**src/rtl/rdde_pkg.sv**
```systemverilog
// ----------------------------------------------------------------------------
// rdde_pkg
// Types and codes shared by the reversible deque drop engine and its parts.
// ----------------------------------------------------------------------------
package rdde_pkg;

	localparam int CMD_W   = 3;
	localparam int VAL_W   = 32;
	localparam int STAT_W  = 2;
	localparam int COUNT_W = 11;

	// Command codes.
	localparam logic [CMD_W-1:0] CMD_CLEAR   = 3'd0;
	localparam logic [CMD_W-1:0] CMD_PUSH    = 3'd1;
	localparam logic [CMD_W-1:0] CMD_REVERSE = 3'd2;
	localparam logic [CMD_W-1:0] CMD_DROP    = 3'd3;
	localparam logic [CMD_W-1:0] CMD_READ    = 3'd4;

	// Status codes.
	localparam logic [STAT_W-1:0] ST_OK    = 2'd0;
	localparam logic [STAT_W-1:0] ST_ERROR = 2'd1;
	localparam logic [STAT_W-1:0] ST_EMPTY = 2'd2;
	localparam logic [STAT_W-1:0] ST_FULL  = 2'd3;

	typedef struct packed {
		logic [CMD_W-1:0] command;
		logic [VAL_W-1:0] value;
	} req_t;

	typedef struct packed {
		logic [STAT_W-1:0]  status;
		logic               data_valid;
		logic [VAL_W-1:0]   read_value;
		logic               last;
		logic [COUNT_W-1:0] count;
	} rsp_t;

endpackage

```
**src/rtl/rdde_ctrl.sv**
```systemverilog
// ----------------------------------------------------------------------------
// rdde_ctrl
// Pointer and flag state of the deque, command decode and memory addressing.
// ----------------------------------------------------------------------------
module rdde_ctrl #(
	parameter int DEPTH = 1024
) (
	input  logic                     clk,
	input  logic                     arst_n,
	input  logic                     accept,
	input  logic [rdde_pkg::CMD_W-1:0] command,
	output logic                     mem_we,
	output logic [$clog2(DEPTH)-1:0] mem_waddr,
	output logic                     mem_re,
	output logic [$clog2(DEPTH)-1:0] mem_raddr,
	output logic                     done_q,
	output logic [rdde_pkg::STAT_W-1:0]  status_q,
	output logic                     valid_q,
	output logic                     last_q,
	output logic [rdde_pkg::COUNT_W-1:0] count_q
);

	localparam int AW = $clog2(DEPTH);
	localparam int PW = AW + 1;
	localparam int CW = $clog2(DEPTH + 1);

	logic [AW-1:0] head_q, head_d;
	logic [CW-1:0] cnt_q, cnt_d;
	logic          rev_q, rev_d;
	logic          err_q, err_d;
	logic [rdde_pkg::STAT_W-1:0] status_d;
	logic          valid_d;
	logic          last_d;
	logic [AW-1:0] tail_pos;
	logic [AW-1:0] back_pos;
	logic [AW-1:0] head_next;

	function automatic logic [AW-1:0] wrap(input logic [PW-1:0] p);
		wrap = (p >= PW'(DEPTH)) ? AW'(p - PW'(DEPTH)) : AW'(p);
	endfunction

	always_comb begin
		tail_pos  = wrap(PW'(head_q) + PW'(cnt_q));
		back_pos  = wrap(PW'(head_q) + PW'(cnt_q) - PW'(1));
		head_next = wrap(PW'(head_q) + PW'(1));
	end

	always_comb begin
		head_d    = head_q;
		cnt_d     = cnt_q;
		rev_d     = rev_q;
		err_d     = err_q;
		status_d  = rdde_pkg::ST_OK;
		valid_d   = 1'b0;
		last_d    = 1'b0;
		mem_we    = 1'b0;
		mem_waddr = tail_pos;
		mem_re    = 1'b0;
		mem_raddr = rev_q ? back_pos : head_q;
		unique case (command)
			rdde_pkg::CMD_CLEAR: begin
				head_d = '0;
				cnt_d  = '0;
				rev_d  = 1'b0;
				err_d  = 1'b0;
			end
			rdde_pkg::CMD_PUSH: begin
				if (cnt_q == CW'(DEPTH)) begin
					status_d = rdde_pkg::ST_FULL;
				end else begin
					mem_we = accept;
					cnt_d  = cnt_q + CW'(1);
				end
			end
			rdde_pkg::CMD_REVERSE: begin
				rev_d = ~rev_q;
			end
			rdde_pkg::CMD_DROP: begin
				if (err_q) begin
					status_d = rdde_pkg::ST_ERROR;
				end else if (cnt_q == '0) begin
					err_d    = 1'b1;
					status_d = rdde_pkg::ST_ERROR;
				end else begin
					if (!rev_q) begin
						head_d = head_next;
					end
					cnt_d = cnt_q - CW'(1);
				end
			end
			rdde_pkg::CMD_READ: begin
				if (err_q) begin
					status_d = rdde_pkg::ST_ERROR;
				end else if (cnt_q == '0) begin
					status_d = rdde_pkg::ST_EMPTY;
				end else begin
					mem_re  = accept;
					valid_d = 1'b1;
					last_d  = (cnt_q == CW'(1));
					if (!rev_q) begin
						head_d = head_next;
					end
					cnt_d = cnt_q - CW'(1);
				end
			end
			default: begin
			end
		endcase
	end

	always_ff @(posedge clk or negedge arst_n) begin
		if (!arst_n) begin
			head_q <= '0;
			cnt_q  <= '0;
			rev_q  <= 1'b0;
			err_q  <= 1'b0;
			done_q <= 1'b0;
		end else begin
			done_q <= accept;
			if (accept) begin
				head_q <= head_d;
				cnt_q  <= cnt_d;
				rev_q  <= rev_d;
				err_q  <= err_d;
			end
		end
	end

	// Result fields carry no reset; they are qualified by the strobe.
	always_ff @(posedge clk) begin
		if (accept) begin
			status_q <= status_d;
			valid_q  <= valid_d;
			last_q   <= last_d;
			count_q  <= rdde_pkg::COUNT_W'(cnt_d);
		end
	end

endmodule
```
**config.mk**
```make
export PLATFORM = sky130hd
export DESIGN_NAME = rdde_ctrl
export DESIGN_NICKNAME = d
export VERILOG_FILES = /design/src/rtl/rdde_pkg.sv /design/src/rtl/rdde_ctrl.sv
export SDC_FILE = /design/constraint.sdc
export NUM_CORES = 1
export LEC_CHECK = 0
export BUFFER_PORTS_ARGS = -buffer_cell sky130_fd_sc_hd__buf_2
export CAP_MARGIN = 20
export CELL_PAD_IN_SITES_DETAIL_PLACEMENT = 1
export CELL_PAD_IN_SITES_GLOBAL_PLACEMENT = 2
export CORE_MARGIN = 3
export CORE_UTILIZATION = 38
export DETAILED_ROUTE_END_ITERATION = 12
export PLACE_DENSITY = 0.87
export SETUP_SLACK_MARGIN = 0.4
export SLEW_MARGIN = 20
export SYNTH_ARGS = -nofsm -noshare
export SYNTH_HDL_FRONTEND = slang
export SYNTH_SLANG_ARGS = --single-unit
```
**constraint.sdc**
```tcl
create_clock -name clk -period 5.46 [get_ports clk]
set_clock_uncertainty 0.2 [all_clocks]
set_input_delay 0.819 -clock clk [delete_from_list [all_inputs] [get_ports clk]]
set_output_delay 0.819 -clock clk [all_outputs]
set_load 0.01 [all_outputs]
```
**Yosys cells after proc, flatten, opt, wreduce, memory -nomap -nowiden**

Cells that the tools add are included.

- Output and inout bits: 38
- Word-level logic and storage cells: 70
- Input port bits: 6
- Register bits after elaboration: 39

- Multiplexer cells: 28
- Equality and inequality tests: 9
- $add $sub $neg: 8
- Reductions and logical operators: 11
- Magnitude comparators: 3
- Bitwise gates (word level): 2

Operator list:

| operator | count |
|---|---|
| 10-bit 2-to-1 mux | 7 |
| 11-bit >= comparator (second input constant) | 3 |
| 11-bit 2-to-1 mux | 3 |
| 11-bit one-hot mux with 3 select lines | 1 |
| 10-bit by 1-bit subtractor with 10-bit output (second input constant) | 3 |
| 11-bit by 1-bit subtractor with 11-bit output (second input constant) | 2 |
| 10-bit one-hot mux with 2 select lines | 1 |
| 10-bit by 1-bit adder with 11-bit output (second input constant) | 1 |
| 10-bit by 11-bit adder with 11-bit output | 1 |
| 11-bit by 1-bit adder with 11-bit output (second input constant) | 1 |
| 11-bit by 1-bit equality test with 1-bit output (second input constant) | 1 |
| 11-bit equality test (second input constant) | 1 |
| 11-bit logical NOT | 1 |
| 1-bit 2-to-1 mux | 10 |
| 3-bit by 2-bit equality test with 1-bit output (second input constant) | 2 |
| 2-bit 2-to-1 mux | 3 |
| 2-bit != test (second input constant) | 3 |
| 2-bit one-hot mux with 3 select lines | 1 |
| 2-bit nonzero test | 3 |
| 5-bit AND reduction | 1 |
| 1-bit one-hot mux with 2 select lines | 2 |
| 2-bit AND reduction | 2 |
| 2-bit OR reduction | 2 |
| 3-bit by 1-bit equality test with 1-bit output (second input constant) | 1 |
| other kinds (4) | 5 |

**Depth between registers and ports, before layout**

Gate-level depths: netlist (run 1).

- Depth after elaboration: 7
- Mapped depth: 9
- Gate-level depth less buffers: 9

**Worst setup path before layout (run 1)**

Ideal clock, no wire load.

- Kind: reg-to-output
- From: register head_q[0]
- To: output mem_raddr[9]
- Arrival: 2.798 ns
- Path slack: 1.643 ns
- Path buffers: 0
- Stages on the path, launching flop included: 9
- Cells stage by stage: dfrtp_1 > ha_1 > fa_1 > a211oi_1 > o21bai_1 > a221oi_1 > nor4_1 > and4_1 > o31ai_1

- Cells in the longest elaborated chain, start to end: 5
- Elaborated cells on any way between the ends: 6

Ends and longest elaborated chain:

| item | RTL line | RTL |
|---|---|---|
| start, declared | rdde_ctrl.sv:27 | `logic [AW-1:0] head_q, head_d;` |
| start signal, assigned | rdde_ctrl.sv:113 | `head_q <= '0;` |
| start signal, assigned | rdde_ctrl.sv:121 | `head_q <= head_d;` |
| 10-bit by 11-bit adder with 11-bit output * | rdde_ctrl.sv:44 | `back_pos = wrap(PW'(head_q) + PW'(cnt_q) - PW'(1));` |
| 11-bit by 1-bit subtractor with 11-bit output * | rdde_ctrl.sv:44 |  |
| 10-bit by 1-bit subtractor with 10-bit output / 11-bit >= comparator (equally long branches) | rdde_ctrl.sv:39 | `wrap = (p >= PW'(DEPTH)) ? AW'(p - PW'(DEPTH)) : AW'(p);` |
| 10-bit 2-to-1 mux * | rdde_ctrl.sv:39 |  |
| 10-bit 2-to-1 mux * | rdde_ctrl.sv:59 | `mem_raddr = rev_q ? back_pos : head_q;` |
| end, declared | rdde_ctrl.sv:15 | `output logic [$clog2(DEPTH)-1:0] mem_raddr,` |

Every way passes the cells marked *; elsewhere a longest branch is shown, timed or not.

**Worst setup path in the final report (run 1)**

- From: register cnt_q[0]
- To: output mem_raddr[9]

- Cells in the longest elaborated chain, start to end: 5
- Elaborated cells on any way between the ends: 6

Ends and longest elaborated chain:

| item | RTL line | RTL |
|---|---|---|
| start, declared | rdde_ctrl.sv:28 | `logic [CW-1:0] cnt_q, cnt_d;` |
| start signal, assigned | rdde_ctrl.sv:122 | `cnt_q <= cnt_d;` |
| 10-bit by 11-bit adder with 11-bit output * | rdde_ctrl.sv:44 |  |
| 11-bit by 1-bit subtractor with 11-bit output * | rdde_ctrl.sv:44 |  |
| 10-bit by 1-bit subtractor with 10-bit output / 11-bit >= comparator (equally long branches) | rdde_ctrl.sv:39 |  |
| 10-bit 2-to-1 mux * | rdde_ctrl.sv:39 |  |
| 10-bit 2-to-1 mux * | rdde_ctrl.sv:59 |  |

Marked as above.

==> results of run 1 <==
## metal layers
metal,up-vias,part of all wire,track usage
met2,59,0.51,0.369
met3,8,0.033,0.0250
met5,-,0,0
li1,1502,-,-
met4,0,0.011,0.0462
met1,1573,0.45,0.269
## worst paths after layout
path / slack, ps / from / cells after the start / end
worst max-delay path: 1070 / cnt_q[0] / 9 / mem_raddr[9]
worst min-delay path: 330 / arst_n / 1 / cnt_q[1]
worst max register to register: 2410 / cnt_q[0] / 6 / head_q[4]
worst min register to register: 380 / head_q[4] / 1 / head_q[4]
max in group asynchronous: 4320 / arst_n / 1 / cnt_q[2]
min in group clk: 380 / head_q[4] / 1 / head_q[4]
## worst max-delay path, delay by kind of cell, from the launching register on
kind	cells	cell delay, ps
and+or+nand+nor	2	450
adders and majority gates	2	730
AOI/OAI and AO/OA	4	1190
DFF	1	530
buffers and inverters	1	180
## stage by stage
| step | setup WS [ps] | cells | utilization |
|---|---|---|---|
| after floorplan | 1640 | 389 | - |
| after global placement | 1470 | 512 | 0.436 |
| final | 1070 | 520 | 0.449 |
| after detailed placement | 1380 | 512 | 0.436 |
| after CTS | 1050 | 520 | 0.449 |
| after global routing | 774 | 520 | 0.449 |
## cells by family after synthesis
family,after synthesis,synth area share
adder cells (fa/ha/maj),15,0.0604
AO/OA/AOI/OAI,121,0.248
flip-flops,39,0.325
multiplexers,8,0.0275
buffers and inverters,43,0.0589
XOR/XNOR,18,0.0488
AND/OR/NAND/NOR,145,0.231
## cell usage after synthesis (4+ instances only)
| cell | instances | area, um2 |
|---|---|---|
| nor4_1 | 6 | 37.5 |
| a31oi_1 | 5 | 31.3 |
| xnor2_1 | 10 | 87.6 |
| clkbuf_1 | 15 | 56.3 |
| nand2b_1 | 8 | 50.1 |
| and2_1 | 4 | 25.0 |
| edfxtp_1 | 15 | 450 |
| nand2_1 | 36 | 135 |
| buf_2 | 5 | 25.0 |
| and3_1 | 7 | 43.8 |
| a21oi_1 | 26 | 130 |
| o22ai_1 | 4 | 25.0 |
| o21ai_0 | 28 | 140 |
| dfrtp_1 | 24 | 601 |
| o21ai_1 | 4 | 20.0 |
| mux2_2 | 7 | 78.8 |
| o31ai_1 | 6 | 45.0 |
| ha_1 | 14 | 175 |
| nor2_1 | 33 | 124 |
| a211oi_1 | 6 | 45.0 |
| a221oi_1 | 4 | 35.0 |
| nand3_1 | 11 | 55.1 |
| nor3_1 | 13 | 65.1 |
| inv_1 | 18 | 67.6 |
| nor2b_1 | 6 | 37.5 |
| xor2_1 | 8 | 70.1 |
| a21o_1 | 4 | 30.0 |
## state kept, by name (all words and copies together) (netlist names)
signal and flops:
count_q 11, valid_q 1, cnt_q 11, err_q 1, rev_q 1, status_q 2, done_q 1, head_q 10
last_q 1
## power groups by stage
stage,combinational [mW],clock [mW],sequential (mW)
2_1_floorplan,0.405,0,0.389
3_3_place_gp,0.492,0,0.442
3_5_place_dp,0.508,0,0.446
4_1_cts,0.511,0.230,0.439
5_1_grt,0.573,0.238,0.454
6_report,0.506,0.225,0.440
## area by class of cell
| type | count | area, um2 | share of cell area |
|---|---|---|---|
| Multi-Input combinational cell | 307 | 1990 | 0.556 |
| Inverter | 18 | 67.6 | 0.0189 |
| Tap cell | 102 | 128 | 0.0357 |
| Timing Repair Buffer | 46 | 238 | 0.0665 |
| Sequential cell | 39 | 1050 | 0.294 |
| Clock buffer | 6 | 93.8 | 0.0263 |
| Clock inverter | 2 | 8.76 | 0.00245 |
==> flow_metrics.py, run 1 <==
metrics = {
    "status": {
        "outcome": "finished, final reports clean",
    },
    "synth": {
        "syn_inst": 389,
        "synth-edff-count": 15,
        "dominantRegCellSynth": "dfrtp_1",
        "synthArstFlopShare": 0.615,
        "synth-warning-count": 0,
        "synth_fp_nets": 410,
        "synthesis.area_um2": 3230,
        "yosysSeqAreaShare": 0.325,
        "synth.avg_cell_area_um2": 8.30,
        "synth-seq-cells": 39,
        "yosysUniqueCellTypes": 65,
    },
    "route": {
        "drc": 0,
        "viasPerCell": 6.04,
        "vias": 3142,
        "drtIter0Drc": 177,
        "drt-wirelength-per-cell_um": 18.7,
        "routed_wl_um": 9750,
        "first_pass_iters": 4,
        "drtAntennaViolNets": 0,
    },
    "clocking": {
        "ctsHoldBuffers": 0,
        "clock_sinks": 39,
        "clockBufferDepth": 2,
        "clk_latency_ps": 300,
        "cts_root_buf": "clkbuf_8",
        "cts_tree": "built",
        "numCtsBuffers": 5,
        "htreeDepth": 2,
        "cts_resized": 0,
        "cts_setup_buffers": 0,
        "clk_pin_slew_ps": 80,
    },
    "power": {
        "pwr-share-comb": 0.432,
        "p_leak_nw": 1.58,
        "p_seq_frac": 0.376,
        "p_int_mw": 0.667,
        "sw_frac_of_total": 0.431,
        "p_switching_mw": 0.505,
        "clkPwrFrac": 0.192,
        "finalPower_mw": 1.17,
        "ir_drop_mv": 0.147,
        "power_density_nw_per_um2": 328,
    },
    "cells_and_area": {
        "drive_above_1_share": 0.163,
        "syn_to_final_growth_pct": 10.7,
        "nNetsFinal": 438,
        "final_cell_area_um2": 3570,
        "antenna_cells": 0,
        "mostFrequentLayoutCell": "buf_2",
        "final_cell_mix": "buf_2 (43), nand2_1 (36), nor2_1 (33)",
        "nFillCells": 984,
    },
    "sta": {
        "min_period_ps": 4390,
        "tightest_slew_ps": 849,
        "finalCritPeriodShare": 0.803,
        "maxSlewHeadroom": 0.426,
        "finalHoldViolCount": 0,
        "rsz0062_at_grt": "no",
        "finalSetupTns_ps": 0,
        "timing.fmax_mhz": 228,
        "slew_viol_final": 0,
        "hold-worst-slack_ps": 331,
        "setup_viol": 0,
    },
    "global_route": {
        "grt_pass1_vias": 3247,
        "track_usage": 0.207,
        "grt_pass1_wl_um": 16500,
        "antenna_found_initial": 0,
        "grt_max_degree": 25,
        "gr-total-overflow": 0,
    },
    "critical_path": {
        "required_ps": 4440,
        "max_stage_delay_ps": 530,
        "critPathSlowestCell": "dfrtp_1",
        "critPathMaxFanout": 12,
        "crit_type": "reg2out",
        "crit_path_end_kind": "primary output",
        "worstPathCellList": "ha_1, fa_1, a211oi_1, o21bai_1, a221oi_1, nor4_1, and4_1, o31ai_1, buf_2",
        "startpoint_type": "register",
        "crit_arrival_ps": 3370,
    },
    "floorplan": {
        "core_um2": 7970,
        "die_w_um": 98.2,
        "rows": 32,
        "initial_core_util": 0.405,
        "fp.dieH_um": 98.2,
        "dieArea_um2": 9640,
        "io_pins": 44,
    },
    "placement": {
        "place_congestion": 0.869,
        "dp_hpwl_um": 7340,
        "placed_cell_area_um2": 3470,
        "port_buffers": 43,
    },
    "hold_path": {
        "hold_path.class": "in2async",
    },
    "run": {
        "cap_violations": 0,
    },
}
Power figures use the tool's default switching activity.
==> run 2: changes to the inputs <==
- CORE_UTILIZATION: 38 -> 31
- PLACE_DENSITY: 0.87 -> 0.76
- clock period: 5.46 -> 4.02 ns (I/O delays scaled with it)
==> flow_metrics.py, run 2 (same netlist as run 1, synthesis figures left out) <==
metrics = {
    "cells_and_area": {
        "mostFrequentLayoutCell": "buf_2",
        "seq_area_um2": 1050,
        "drive_above_1_share": 0.224,
        "reg_top3": "cnt_q x11, count_q x11, head_q x10",
        "nNetsFinal": 454,
        "multi_input_area_um2": 2070,
        "fin_cells": 567,
        "syn_to_final_growth_pct": 19.1,
        "final_cell_mix": "buf_2 (43), nand2_1 (36), nor2_1 (33)",
        "nFillCells": 1217,
        "final_cell_area_um2": 3840,
        "antenna_cells": 0,
    },
    "floorplan": {
        "die_w_um": 108,
        "dieArea_um2": 11700,
        "core_um2": 9950,
        "initial_core_util": 0.324,
        "fp.dieH_um": 108,
        "rows": 36,
        "io_pins": 44,
    },
    "critical_path": {
        "critPathMaxFanout": 4,
        "crit_path_end_kind": "primary output",
        "crit_cells": 9,
        "rr_worst_depth": 7,
        "crit_type": "reg2out",
        "r2r-start": "cnt_q[5]",
        "cpLargestDelayFamily": "compound AO/OA/AOI/OAI gates",
        "regToRegSetupSlack_ps": 1030,
        "critPathSlowestCell": "or4_4",
        "startpoint": "cnt_q[0]",
        "cp-endpoint": "mem_raddr[8]",
        "cp_num_buf_inv": 1,
        "worstPathCellList": "ha_4, fa_2, a21o_1, a211oi_2, o22ai_2, or4_4, or3_1, a31oi_1, buf_2",
        "r2r_end": "cnt_q[8]",
        "startpoint_type": "register",
        "max_stage_delay_ps": 440,
        "crit_arrival_ps": 2980,
        "required_ps": 3220,
    },
    "sta": {
        "min_period_ps": 3780,
        "slew_viol_final": 0,
        "maxSlewHeadroom": 0.372,
        "finalHoldViolCount": 0,
        "rsz0062_at_grt": "yes",
        "tightest_slew_ps": 936,
        "timing.fmax_mhz": 265,
        "finalSetupTns_ps": 0,
        "finalCritPeriodShare": 0.940,
        "setup_viol": 0,
    },
    "route": {
        "top_layer": "met4",
        "viasPerCell": 5.63,
        "routed_wl_um": 10600,
        "first_pass_iters": 4,
        "drtAntennaViolNets": 0,
        "drt-wirelength-per-cell_um": 18.7,
        "met3_length_um": 344,
        "wl_met2_um": 5240,
        "vias": 3190,
        "drtIter0Drc": 185,
        "met1_length_um": 4810,
        "drc": 0,
    },
    "clocking": {
        "cts_root_buf": "clkbuf_8",
        "clockBufferDepth": 2,
        "clk_pin_slew_ps": 80,
        "clk_latency_ps": 300,
        "htreeDepth": 2,
        "clock_sinks": 39,
        "cts_tree": "built",
        "ctsHoldBuffers": 0,
        "numCtsBuffers": 5,
    },
    "power": {
        "ir_drop_mv": 0.140,
        "p_leak_nw": 1.69,
        "power_density_nw_per_um2": 459,
        "finalPower_mw": 1.76,
    },
    "placement": {
        "port_buffers": 43,
        "dp_hpwl_um": 7810,
        "place_inst": 550,
        "placed_cell_area_um2": 3560,
        "place_congestion": 0.881,
    },
    "global_route": {
        "track_usage": 0.185,
        "grt_pass1_wl_um": 17300,
        "grt_pass1_vias": 3297,
        "antenna_found_initial": 0,
        "grt_max_degree": 25,
        "gr-total-overflow": 0,
    },
    "hold_path": {
        "hold_path.class": "in2async",
    },
    "status": {
        "outcome": "finished, final reports clean",
    },
    "run": {
        "cap_violations": 0,
    },
}
-- run 2: final cells by class --
type | count | area share
multi-input combinational | 307 | 0.539
sequential | 39 | 0.274
timing repair buffer | 62 | 0.0931
tap | 133 | 0.0433
clock buffer | 7 | 0.0254
inverter | 18 | 0.0176
clock inverter | 1 | 0.00781
-- run 2: what timing repair did --
action,in CTS,in global routing
hold endpoints to repair,0,0
buffers inserted,7,2
endpoints found under the setup margin,5,5
pin swaps,8,7
gates resized for setup,10,6
gates cloned,0,0
-- run 2: stage by stage --
| step | hold slack, ps | utilization | worst slack [ps] |
|---|---|---|---|
| final | 102 | 0.386 | 241 |
| after global routing | 137 | 0.386 | 138 |
| after CTS | 120 | 0.381 | 229 |
| after detailed placement | 368 | 0.358 | 270 |
| after global placement | 375 | 0.358 | 320 |
| after floorplan | 107 | - | 419 |
-- run 2: worst min-delay path by stage --
| stage | slack [ps] | start | end | depth (start not counted) |
|---|---|---|---|---|
| floorplan | 110 | arst_n | cnt_q[0] | 0 |
| global placement | 370 | head_q[4] | head_q[4] | 1 |
| detailed placement | 370 | head_q[4] | head_q[4] | 1 |
| CTS | 120 | arst_n | cnt_q[3] | 1 |
| global route | 140 | arst_n | head_q[7] | 1 |
| finish | 100 | arst_n | head_q[6] | 1 |
-- run 2: worst register-to-register path: stages (launching register included) --
cell	delay, ps
dfrtp_1	410
buf_4	200
nor4_2	610
nand4_1	540
nand2_1	370
o211a_1	200
o21ai_1	80
mux2_2	270
-- run 2: per-layer routing --
layer / track usage / vias up
met2: 0.331 / 71
met4: 0.0514 / 0
met3: 0.0137 / 20
li1: - / 1536
met5: 0 / -
met1: 0.239 / 1563
-- run 2: report_power, final --
group / switching [mW] / total (mW) / internal, mW
logic: 0.514 / 0.843 / 0.329
clock network: 0.153 / 0.377 / 0.223
registers: 0.0665 / 0.544 / 0.478
